`src/rtl/core/peq_pkg.sv`:
```
// ----------------------------------------------------------------------------
// peq_pkg
// Shared types, widths and command codes for the peaking EQ biquad unit.
// ----------------------------------------------------------------------------
package peq_pkg;

  localparam int SAMPLE_W       = 16;
  localparam int COEF_W         = 18;
  localparam int DELAY_W        = 40;
  localparam int PROD_W         = COEF_W + SAMPLE_W;
  localparam int ACC_W          = DELAY_W + 2;
  localparam int CFG_IDX_W      = 3;
  localparam int CFG_DATA_W     = COEF_W;
  localparam int COEF_FRAC_BITS = 14;

  typedef logic signed [SAMPLE_W-1:0]   sample_t;
  typedef logic signed [COEF_W-1:0]     coef_t;
  typedef logic signed [DELAY_W-1:0]    delay_t;
  typedef logic signed [ACC_W-1:0]      acc_t;
  typedef logic signed [PROD_W-1:0]     prod_t;
  typedef logic [CFG_IDX_W-1:0]         cfg_idx_t;
  typedef logic [CFG_DATA_W-1:0]        cfg_data_t;

  // register indexes
  localparam cfg_idx_t REG_ENABLE = 3'd0;
  localparam cfg_idx_t REG_B0     = 3'd1;
  localparam cfg_idx_t REG_B1     = 3'd2;
  localparam cfg_idx_t REG_B2     = 3'd3;
  localparam cfg_idx_t REG_A1     = 3'd4;
  localparam cfg_idx_t REG_A2     = 3'd5;

  localparam coef_t B0_RESET = 18'sd16384;

  // coefficient select
  localparam logic [2:0] SEL_B0 = 3'd0;
  localparam logic [2:0] SEL_B1 = 3'd1;
  localparam logic [2:0] SEL_B2 = 3'd2;
  localparam logic [2:0] SEL_A1 = 3'd3;
  localparam logic [2:0] SEL_A2 = 3'd4;

  // accumulator base select
  localparam logic [1:0] BASE_ACC  = 2'd0;
  localparam logic [1:0] BASE_D1   = 2'd1;
  localparam logic [1:0] BASE_D2   = 2'd2;
  localparam logic [1:0] BASE_ZERO = 2'd3;

  typedef struct packed {
    logic       load_x;
    logic       mac_en;
    logic [2:0] coef_sel;
    logic [1:0] base_sel;
    logic       sub;
    logic       use_y;
    logic       y_load;
    logic       y_pass;
    logic       d1_load;
    logic       d2_load;
    logic       out_load;
  } peq_cmd_t;

  typedef struct packed {
    logic enable;
    logic out_busy;
  } peq_status_t;

endpackage

```
`src/rtl/core/peq_in_if.sv`:
```
// ----------------------------------------------------------------------------
// peq_in_if
// Input sample channel: left and right sample with valid/ready.
// ----------------------------------------------------------------------------
interface peq_in_if import peq_pkg::*; ();
  logic    valid;
  logic    ready;
  sample_t left_sample;
  sample_t right_sample;

  modport source (output valid, output left_sample, output right_sample, input ready);
  modport sink   (input valid, input left_sample, input right_sample, output ready);
endinterface

```
`src/rtl/core/peq_out_if.sv`:
```
// ----------------------------------------------------------------------------
// peq_out_if
// Result channel: one mono sample per item with valid/ready.
// ----------------------------------------------------------------------------
interface peq_out_if import peq_pkg::*; ();
  logic    valid;
  logic    ready;
  sample_t out_sample;

  modport source (output valid, output out_sample, input ready);
  modport sink   (input valid, input out_sample, output ready);
endinterface

```
`src/rtl/core/peq_cfg_if.sv`:
```
// ----------------------------------------------------------------------------
// peq_cfg_if
// Configuration write channel: register index and data with valid/ready.
// ----------------------------------------------------------------------------
interface peq_cfg_if import peq_pkg::*; ();
  logic      valid;
  logic      ready;
  cfg_idx_t  index;
  cfg_data_t data;

  modport source (output valid, output index, output data, input ready);
  modport sink   (input valid, input index, input data, output ready);
endinterface

```
`src/rtl/core/peq_datapath.sv`:
```
// ----------------------------------------------------------------------------
// peq_datapath
// Config registers, shared multiply-accumulate, delay state and output register.
// ----------------------------------------------------------------------------
module peq_datapath import peq_pkg::*; #(
  parameter int FRAC_BITS = COEF_FRAC_BITS
) (
  input  logic          clk,
  input  logic          rst_n,
  input  peq_cmd_t      cmd,
  output peq_status_t   status,
  input  sample_t       left_sample,
  input  sample_t       right_sample,
  peq_cfg_if.sink       cfg,
  peq_out_if.source     out_ch
);

  localparam acc_t D_MAX = {{(ACC_W-DELAY_W+1){1'b0}}, {(DELAY_W-1){1'b1}}};
  localparam acc_t D_MIN = {{(ACC_W-DELAY_W+1){1'b1}}, {(DELAY_W-1){1'b0}}};
  localparam acc_t Y_MAX = {{(ACC_W-SAMPLE_W+1){1'b0}}, {(SAMPLE_W-1){1'b1}}};
  localparam acc_t Y_MIN = {{(ACC_W-SAMPLE_W+1){1'b1}}, {(SAMPLE_W-1){1'b0}}};

  logic    enable_r, enable_nxt;
  coef_t   b0_r, b0_nxt, b1_r, b1_nxt, b2_r, b2_nxt, a1_r, a1_nxt, a2_r, a2_nxt;
  sample_t x_r, x_nxt, y_r, y_nxt, out_sample_r, out_sample_nxt;
  logic    out_valid_r, out_valid_nxt;
  delay_t  d1_r, d1_nxt, d2_r, d2_nxt;
  acc_t    acc_r, acc_nxt;

  logic signed [SAMPLE_W:0] mono_sum;
  coef_t   coef_mux;
  sample_t op_mux;
  prod_t   prod;
  acc_t    prod_ext, base, quot, quot_tz, acc_sat;
  logic    frac_nz;
  sample_t y_sat;
  delay_t  d_sat;

  assign cfg.ready    = 1'b1;
  assign out_ch.valid      = out_valid_r;
  assign out_ch.out_sample = out_sample_r;
  assign status.enable   = enable_r;
  assign status.out_busy = out_valid_r & ~out_ch.ready;

  assign mono_sum = {left_sample[SAMPLE_W-1], left_sample}
                  + {right_sample[SAMPLE_W-1], right_sample};

  always_comb begin
    case (cmd.coef_sel)
      SEL_B0:  coef_mux = b0_r;
      SEL_B1:  coef_mux = b1_r;
      SEL_B2:  coef_mux = b2_r;
      SEL_A1:  coef_mux = a1_r;
      SEL_A2:  coef_mux = a2_r;
      default: coef_mux = '0;
    endcase
    op_mux   = cmd.use_y ? y_r : x_r;
    prod     = coef_mux * op_mux;
    prod_ext = {{(ACC_W-PROD_W){prod[PROD_W-1]}}, prod};
    case (cmd.base_sel)
      BASE_ACC: base = acc_r;
      BASE_D1:  base = {{(ACC_W-DELAY_W){d1_r[DELAY_W-1]}}, d1_r};
      BASE_D2:  base = {{(ACC_W-DELAY_W){d2_r[DELAY_W-1]}}, d2_r};
      default:  base = '0;
    endcase
  end

  // truncate toward zero, then saturate
  always_comb begin
    quot    = acc_r >>> FRAC_BITS;
    frac_nz = |acc_r[FRAC_BITS-1:0];
    quot_tz = quot + {{(ACC_W-1){1'b0}}, acc_r[ACC_W-1] & frac_nz};
    if (quot_tz > Y_MAX)      y_sat = Y_MAX[SAMPLE_W-1:0];
    else if (quot_tz < Y_MIN) y_sat = Y_MIN[SAMPLE_W-1:0];
    else                      y_sat = quot_tz[SAMPLE_W-1:0];
    if (acc_r > D_MAX)        acc_sat = D_MAX;
    else if (acc_r < D_MIN)   acc_sat = D_MIN;
    else                      acc_sat = acc_r;
    d_sat = acc_sat[DELAY_W-1:0];
  end

  always_comb begin
    enable_nxt = enable_r;
    b0_nxt = b0_r;
    b1_nxt = b1_r;
    b2_nxt = b2_r;
    a1_nxt = a1_r;
    a2_nxt = a2_r;
    if (cfg.valid) begin
      case (cfg.index)
        REG_ENABLE: enable_nxt = cfg.data[0];
        REG_B0:     b0_nxt = cfg.data;
        REG_B1:     b1_nxt = cfg.data;
        REG_B2:     b2_nxt = cfg.data;
        REG_A1:     a1_nxt = cfg.data;
        REG_A2:     a2_nxt = cfg.data;
        default:    ;
      endcase
    end
  end

  always_comb begin
    x_nxt          = cmd.load_x ? mono_sum[SAMPLE_W:1] : x_r;
    acc_nxt        = cmd.mac_en ? (cmd.sub ? base - prod_ext : base + prod_ext) : acc_r;
    y_nxt          = cmd.y_load ? y_sat : (cmd.y_pass ? x_r : y_r);
    d1_nxt         = cmd.d1_load ? d_sat : d1_r;
    d2_nxt         = cmd.d2_load ? d_sat : d2_r;
    out_sample_nxt = cmd.out_load ? y_r : out_sample_r;
    out_valid_nxt  = cmd.out_load | (out_valid_r & ~out_ch.ready);
  end

  always_ff @(posedge clk) begin
    if (!rst_n) begin
      enable_r    <= 1'b0;
      b0_r        <= B0_RESET;
      b1_r        <= '0;
      b2_r        <= '0;
      a1_r        <= '0;
      a2_r        <= '0;
      d1_r        <= '0;
      d2_r        <= '0;
      out_valid_r <= 1'b0;
    end else begin
      enable_r    <= enable_nxt;
      b0_r        <= b0_nxt;
      b1_r        <= b1_nxt;
      b2_r        <= b2_nxt;
      a1_r        <= a1_nxt;
      a2_r        <= a2_nxt;
      d1_r        <= d1_nxt;
      d2_r        <= d2_nxt;
      out_valid_r <= out_valid_nxt;
    end
  end

  always_ff @(posedge clk) begin
    x_r          <= x_nxt;
    y_r          <= y_nxt;
    acc_r        <= acc_nxt;
    out_sample_r <= out_sample_nxt;
  end

endmodule

```
`src/rtl/core/peq_ctrl.sv`:
```
// ----------------------------------------------------------------------------
// peq_ctrl
// Sequencer stepping the shared multiplier through the biquad update.
// ----------------------------------------------------------------------------
module peq_ctrl import peq_pkg::*; (
  input  logic        clk,
  input  logic        rst_n,
  input  logic        in_valid,
  output logic        in_ready,
  input  peq_status_t status,
  output peq_cmd_t    cmd
);

  localparam logic [3:0] ST_IDLE = 4'd0;
  localparam logic [3:0] ST_PASS = 4'd1;
  localparam logic [3:0] ST_MB0  = 4'd2;
  localparam logic [3:0] ST_SATY = 4'd3;
  localparam logic [3:0] ST_MB1  = 4'd4;
  localparam logic [3:0] ST_MA1  = 4'd5;
  localparam logic [3:0] ST_MB2  = 4'd6;
  localparam logic [3:0] ST_MA2  = 4'd7;
  localparam logic [3:0] ST_DONE = 4'd8;

  logic [3:0] state_r, state_nxt;

  assign in_ready = (state_r == ST_IDLE);

  always_comb begin
    state_nxt = state_r;
    cmd       = '0;
    case (state_r)
      ST_IDLE: begin
        if (in_valid) begin
          cmd.load_x = 1'b1;
          state_nxt  = status.enable ? ST_MB0 : ST_PASS;
        end
      end
      ST_PASS: begin
        cmd.y_pass = 1'b1;
        state_nxt  = ST_DONE;
      end
      ST_MB0: begin
        cmd.mac_en   = 1'b1;
        cmd.coef_sel = SEL_B0;
        cmd.base_sel = BASE_D1;
        state_nxt    = ST_SATY;
      end
      ST_SATY: begin
        cmd.y_load = 1'b1;
        state_nxt  = ST_MB1;
      end
      ST_MB1: begin
        cmd.mac_en   = 1'b1;
        cmd.coef_sel = SEL_B1;
        cmd.base_sel = BASE_D2;
        state_nxt    = ST_MA1;
      end
      ST_MA1: begin
        cmd.mac_en   = 1'b1;
        cmd.coef_sel = SEL_A1;
        cmd.base_sel = BASE_ACC;
        cmd.sub      = 1'b1;
        cmd.use_y    = 1'b1;
        state_nxt    = ST_MB2;
      end
      ST_MB2: begin
        cmd.d1_load  = 1'b1;
        cmd.mac_en   = 1'b1;
        cmd.coef_sel = SEL_B2;
        cmd.base_sel = BASE_ZERO;
        state_nxt    = ST_MA2;
      end
      ST_MA2: begin
        cmd.mac_en   = 1'b1;
        cmd.coef_sel = SEL_A2;
        cmd.base_sel = BASE_ACC;
        cmd.sub      = 1'b1;
        cmd.use_y    = 1'b1;
        state_nxt    = ST_DONE;
      end
      ST_DONE: begin
        cmd.d2_load = status.enable;
        if (!status.out_busy) begin
          cmd.out_load = 1'b1;
          state_nxt    = ST_IDLE;
        end
      end
      default: state_nxt = ST_IDLE;
    endcase
    // delay two is written once only
    if (state_r == ST_DONE && status.out_busy) cmd.d2_load = 1'b0;
  end

  always_ff @(posedge clk) begin
    if (!rst_n) begin
      state_r <= ST_IDLE;
    end else begin
      state_r <= state_nxt;
    end
  end

endmodule

```
`src/rtl/core/peaking_eq_biquad_unit.sv`:
```
// ----------------------------------------------------------------------------
// peaking_eq_biquad_unit
// Stereo-to-mono mix followed by a fixed-point transposed DF-II biquad.
// ----------------------------------------------------------------------------
// in_ch carries a left/right sample pair, out_ch one saturated mono sample
// per item, cfg_ch register writes (0 enable, 1..5 b0 b1 b2 a1 a2, Q3.14).
// cfg_ch is always ready; write it only while the unit is idle.
// One item at a time: the sequencer drives a single 18x16 multiplier through
// the five products: a filtered item steps through MB0, SATY, MB1, MA1, MB2,
// MA2 and DONE before its result is loaded, and the next item is taken only
// in idle. With the filter disabled the mono sample goes through PASS and
// DONE to the output register; the delay state is left untouched.
// The result sits in an output register. While out_ch stalls, one more item
// is taken and worked through, then held in the last step until the
// register drains; no item is dropped.
// Reset clears the delays and output valid, disables the filter and loads
// unity b0 with the other coefficients at zero.
// ----------------------------------------------------------------------------
module peaking_eq_biquad_unit import peq_pkg::*; #(
  parameter int FRAC_BITS = COEF_FRAC_BITS
) (
  input  logic       clk,
  input  logic       rst_n,
  peq_in_if.sink     in_ch,
  peq_out_if.source  out_ch,
  peq_cfg_if.sink    cfg_ch
);

  peq_cmd_t    cmd;
  peq_status_t status;
  logic        in_ready;

  assign in_ch.ready = in_ready;

  peq_ctrl u_ctrl (
    .clk      (clk),
    .rst_n    (rst_n),
    .in_valid (in_ch.valid),
    .in_ready (in_ready),
    .status   (status),
    .cmd      (cmd)
  );

  peq_datapath #(
    .FRAC_BITS (FRAC_BITS)
  ) u_datapath (
    .clk          (clk),
    .rst_n        (rst_n),
    .cmd          (cmd),
    .status       (status),
    .left_sample  (in_ch.left_sample),
    .right_sample (in_ch.right_sample),
    .cfg          (cfg_ch),
    .out_ch       (out_ch)
  );

endmodule
```
`src/flat_wrapper.sv`:
```
// flat-port wrapper written by rule: the top's interface ports become plain ports
module peaking_eq_biquad_unit_flat import peq_pkg::*;
#(
  parameter int FRAC_BITS = COEF_FRAC_BITS
)
  (clk, rst_n, in_ch_valid, in_ch_left_sample, in_ch_right_sample, in_ch_ready, out_ch_valid, out_ch_out_sample, out_ch_ready, cfg_ch_valid, cfg_ch_index, cfg_ch_data, cfg_ch_ready);
  peq_in_if in_ch_i ();
  peq_out_if out_ch_i ();
  peq_cfg_if cfg_ch_i ();
  input  logic clk;
  input  logic rst_n;
  input wire logic [$bits(in_ch_i.valid)-1:0] in_ch_valid;
  input wire logic [$bits(in_ch_i.left_sample)-1:0] in_ch_left_sample;
  input wire logic [$bits(in_ch_i.right_sample)-1:0] in_ch_right_sample;
  output wire logic [$bits(in_ch_i.ready)-1:0] in_ch_ready;
  output wire logic [$bits(out_ch_i.valid)-1:0] out_ch_valid;
  output wire logic [$bits(out_ch_i.out_sample)-1:0] out_ch_out_sample;
  input wire logic [$bits(out_ch_i.ready)-1:0] out_ch_ready;
  input wire logic [$bits(cfg_ch_i.valid)-1:0] cfg_ch_valid;
  input wire logic [$bits(cfg_ch_i.index)-1:0] cfg_ch_index;
  input wire logic [$bits(cfg_ch_i.data)-1:0] cfg_ch_data;
  output wire logic [$bits(cfg_ch_i.ready)-1:0] cfg_ch_ready;
  assign in_ch_i.valid = in_ch_valid;
  assign in_ch_i.left_sample = in_ch_left_sample;
  assign in_ch_i.right_sample = in_ch_right_sample;
  assign in_ch_ready = in_ch_i.ready;
  assign out_ch_valid = out_ch_i.valid;
  assign out_ch_out_sample = out_ch_i.out_sample;
  assign out_ch_i.ready = out_ch_ready;
  assign cfg_ch_i.valid = cfg_ch_valid;
  assign cfg_ch_i.index = cfg_ch_index;
  assign cfg_ch_i.data = cfg_ch_data;
  assign cfg_ch_ready = cfg_ch_i.ready;
  peaking_eq_biquad_unit #(.FRAC_BITS(FRAC_BITS)) u_core (.clk(clk), .rst_n(rst_n), .in_ch(in_ch_i), .out_ch(out_ch_i), .cfg_ch(cfg_ch_i));
endmodule
```
`config.mk`:
```
export PLATFORM = sky130hd
export DESIGN_NAME = peaking_eq_biquad_unit_flat
export DESIGN_NICKNAME = d
export VERILOG_FILES = /design/src/rtl/core/peq_pkg.sv /design/src/rtl/core/peq_in_if.sv /design/src/rtl/core/peq_out_if.sv /design/src/rtl/core/peq_cfg_if.sv /design/src/rtl/core/peq_datapath.sv /design/src/rtl/core/peq_ctrl.sv /design/src/rtl/core/peaking_eq_biquad_unit.sv /design/src/flat_wrapper.sv
export SDC_FILE = /design/constraint.sdc
export NUM_CORES = 2
export LEC_CHECK = 0
export BUFFER_PORTS_ARGS = -buffer_cell sky130_fd_sc_hd__buf_2
export CAP_MARGIN = 20
export CORE_ASPECT_RATIO = 0.6
export CORE_MARGIN = 2
export CORE_UTILIZATION = 47
export CTS_BUF_LIST = sky130_fd_sc_hd__clkbuf_4
export CTS_CLUSTER_DIAMETER = 100
export DETAILED_ROUTE_END_ITERATION = 10
export PLACE_DENSITY = 0.65
export SLEW_MARGIN = 20
export SYNTH_ARGS = -nofsm -noshare
export SYNTH_HDL_FRONTEND = slang
export SYNTH_HIERARCHICAL = 1
export SYNTH_SLANG_ARGS = --single-unit
```
`constraint.sdc`:
```
create_clock -name clk -period 26.2 [get_ports clk]
set_input_delay 2.62 -clock clk [delete_from_list [all_inputs] [get_ports clk]]
set_output_delay 2.62 -clock clk [all_outputs]
set_load 0.01 [all_outputs]
```
==> results_dict.tcl <==
set metrics [dict create \
    synth_top_cell_by_area "sky130_fd_sc_hd__fa_1" \
    most_used_flip_flop_cell_after_synthesis "sky130_fd_sc_hd__dfxtp_1" \
    slowest_stage "sky130_fd_sc_hd__nor4b_1" \
    holdCritPathClass "register to register" \
    layout_commonest_cell "sky130_fd_sc_hd__nand2_1" \
    synthToLayoutAreaGrowth_pct 7.94 \
    htreeDepth 3 \
    worst-path-max-fanout 17 \
    buffer_ports.inserted 75 \
    min_clock_period_post_route_ps 12050 \
    slew-limit-headroom_pct 33.0 \
    synthCells 3088 \
    finalWirelength_um 79000 \
    initial_utilization_pct 47.9 \
    dieArea_um2 59300 \
    first_iter_violations 1884 \
    synth.yosys.warnings 6 \
    grt_overflow_total 0 \
    hp-start "u_core/u_datapath/y_r[13]" \
    core-area_um2 56300 \
    start_kind "register" \
    r2r_start "u_core/u_ctrl/state_r[2]" \
    gp_routability_congestion 0.967 \
    netlist.area_leader.share_pct 21.7 \
    grt_setup_unrepaired "no" \
    max-vdd-ir-drop_mv 0.0899 \
    mostFrequentLayoutCells "404 x sky130_fd_sc_hd__nand2_1, 387 x sky130_fd_sc_hd__inv_1, 348 x sky130_fd_sc_hd__nor2_1" \
    postSynth.asyncResetShare_pct 0 \
    p_leak_nw 12.2 \
    synth.top_cells.by_area "sky130_fd_sc_hd__fa_1 22%, sky130_fd_sc_hd__dfxtp_1 13%, sky130_fd_sc_hd__edfxtp_1 10%, sky130_fd_sc_hd__ha_1 6.7%, sky130_fd_sc_hd__mux2i_1 5.8%" \
    max_freq_mhz 83.0 \
    post_route_cells_drive_above_1_share_pct 9.52 \
    synth-seq-cells 266 \
    cts_max_path_buffers 3 \
    antenna_found_initial 5 \
    grt_start_max_net_pins 96 \
    post_cts_resized 0 \
    worst_clock_skew_ps 52.4 \
    grt.total_usage_pct 27.2 \
    crit-reg2reg-capture "u_core/u_datapath/acc_r[41]" \
    final.period_utilization_pct 46.0 \
    outcome "completed" \
    synthesis.area_per_instance_um2 8.72 \
    top_level_ports 77 \
    required_ps 26690 \
    post_synth_edffs 90 \
    route.antenna.remaining_nets 0 \
    synth_seq_area_share_pct 23.1 \
    dp_hpwl_um 62200 \
    dr.pass1.iters 6 \
    pwr_density_cell_nw_per_um2 76.7 \
    report.final.slew_viol_count 0 \
    timing.critical_path.to_type "register" \
    die_h_um 189 \
    synth_area_um2 26900 \
    endpoint_with_the_worst_hold_slack "u_core/u_datapath/out_ch.out_sample[13]" \
    timing.final.hold_violations 0 \
    clock-root-buffer "sky130_fd_sc_hd__clkbuf_4" \
    postSynthNetCount 3583 \
    min_delay_path_depth 0 \
    fillerInstances 5239 \
    design_power_total_w 0.00223 \
    via_to_cell_ratio 5.65 \
    first_global_vias 22452 \
    worst_path_largest_cell_delay_ps 700 \
    postCtsHoldBufs 0 \
    final_net_count 3643 \
    synth_cell_types 88 \
    max_cap_viol_count 0 \
    grt_first_pass_wirelength_um 126000 \
    clock_pin_slew_reported_for_the_worst_setup_and_hold_paths_after_clock_tree_synthesis_ps 80 \
    tritoncts "yes" \
    timing.critical_path.mode_cell "sky130_fd_sc_hd__fa_1" \
    tritoncts.num_buffers 72 \
    cts.repair_timing.setup_buffer_count 0 \
    ff2ff_path_depth 39 \
    timing_worst_setup_path_type "register to register" \
    setup_total_negative_slack_ps 0 \
    dr_total_vias 22419 \
    rows 67 \
    slew_at_the_pin_closest_to_its_max_slew_limit_ps 1000 \
    insertion_delay_ps 770 \
    drt-wirelength-per-cell_um 19.9 \
    drc_errors 0 \
    timing.critical_path.arrival_ps 12540 \
    numClockSinks 266 \
    reg2reg_setup_slack_ps 14150 \
    setup_viol_count_final 0 \
    die_width_um 313 \
]
## kinds of logic (layout without fill, tap and decap cells)
kind of cell | Yosys count | count (layout) | share of synthesized area, %
fa+ha+maj | 437 | 437 | 28.4
mux | 167 | 167 | 6.25
other cells | 1 | 2 | 0.0139
buf+inv | 522 | 639 | 7.47
xor+xnor | 131 | 131 | 4.26
compound gates | 490 | 490 | 12.2
flops | 266 | 266 | 23.1
simple gates | 1074 | 1074 | 18.2
## layer usage
| layer | track usage (%) | up-vias | share of wire (%) |
|---|---|---|---|
| met2 | 36.9 | 939 | 39 |
| met1 | 41.5 | 11076 | 48 |
| met4 | 5.70 | 2 | 1.5 |
| met3 | 8.94 | 101 | 12 |
| li1 | - | 10301 | - |
| met5 | 0 | - | 0.016 |
## how the worst max path moves through the flow
stage / end / startpoint / cells past startpoint / slack, ps
6_report: u_core/u_datapath/acc_r[41] / u_core/u_ctrl/state_r[2] / 39 / 14150
3_3_place_gp: u_core/u_datapath/acc_r[41] / u_core/u_ctrl/state_r[2] / 42 / 14680
4_1_cts: u_core/u_datapath/acc_r[41] / u_core/u_ctrl/state_r[2] / 42 / 14410
5_1_grt: u_core/u_datapath/acc_r[41] / u_core/u_ctrl/state_r[0] / 41 / 13410
2_1_floorplan: u_core/u_datapath/acc_r[41] / u_core/u_ctrl/state_r[3] / 45 / 15090
3_5_place_dp: u_core/u_datapath/acc_r[41] / u_core/u_ctrl/state_r[0] / 41 / 14470
## sequential cells by signal, indices dropped and copies added, names as in the netlist
signal	flops
u_core/u_datapath/a2_r	18
u_core/u_datapath/d2_r	40
u_core/u_datapath/y_r	16
u_core/u_datapath/x_r	16
u_core/u_datapath/a1_r	18
u_core/u_datapath/b2_r	18
u_core/u_datapath/d1_r	40
u_core/u_datapath/acc_r	42
u_core/u_datapath/enable_r	1
u_core/u_datapath/b1_r	18
u_core/u_ctrl/state_r	4
u_core/u_datapath/out_ch.out_sample	16
u_core/u_datapath/out_ch.valid	1
u_core/u_datapath/b0_r	18
## critical path: cells and delay by family, from the launching register on
family	cells	cell delay, ps
buffers and inverters	3	150
and+or+nand+nor	14	4110
AOI/OAI and AO/OA	12	2750
DFF	1	640
adders and majority gates	8	3770
xor gates and xnor gates	2	370
## synth_stat cells (all sizes together), types with 21 or more instances
| cell type | number |
|---|---|
| nor2 | 354 |
| nor3 | 32 |
| xnor2 | 92 |
| a21o | 28 |
| xor2 | 39 |
| dfxtp | 176 |
| inv | 387 |
| a21boi | 94 |
| edfxtp | 90 |
| a31oi | 21 |
| nand3 | 37 |
| o21ai | 100 |
| ha | 145 |
| nor2b | 103 |
| nand2 | 404 |
| mux2i | 157 |
| and3 | 24 |
| fa | 292 |
| clkbuf | 105 |
| a21oi | 113 |
| buf | 30 |
| nand2b | 26 |
## through the flow
step                      hold WS, ps  instance area [um2]  utilization, %  worst slack [ps]  cells
after detailed placement          440                28100            50.0             14470   3833
after CTS                         444                29100            51.7             14410   3964
after global placement            440                28100            50.0             14680   3833
after floorplan                   420                26900               -             15090   3088
final                             445                29100            51.7             14150   3965
after global routing              482                29100            51.7             13410   3965
## report_power, final
group	leakage, nW	internal, W	switching [W]
combinational	9.39	0.000510	0.000827
sequential	2.25	0.000488	0.0000120
clock	0.558	0.000199	0.000195
## layout make-up
class                           instances  area (um2)  share of cell area [%]
Antenna cell                            1        2.50                 0.00861
Clock inverter                         32         201                   0.693
Multi-Input combinational cell       2300       18800                    64.6
Sequential cell                       266        6230                    21.4
Clock buffer                           99         743                    2.56
Inverter                              387        1450                    5.00
Timing Repair Buffer                  121         723                    2.49
Tap cell                              759         950                    3.27
(Power assumes the default switching activity.)
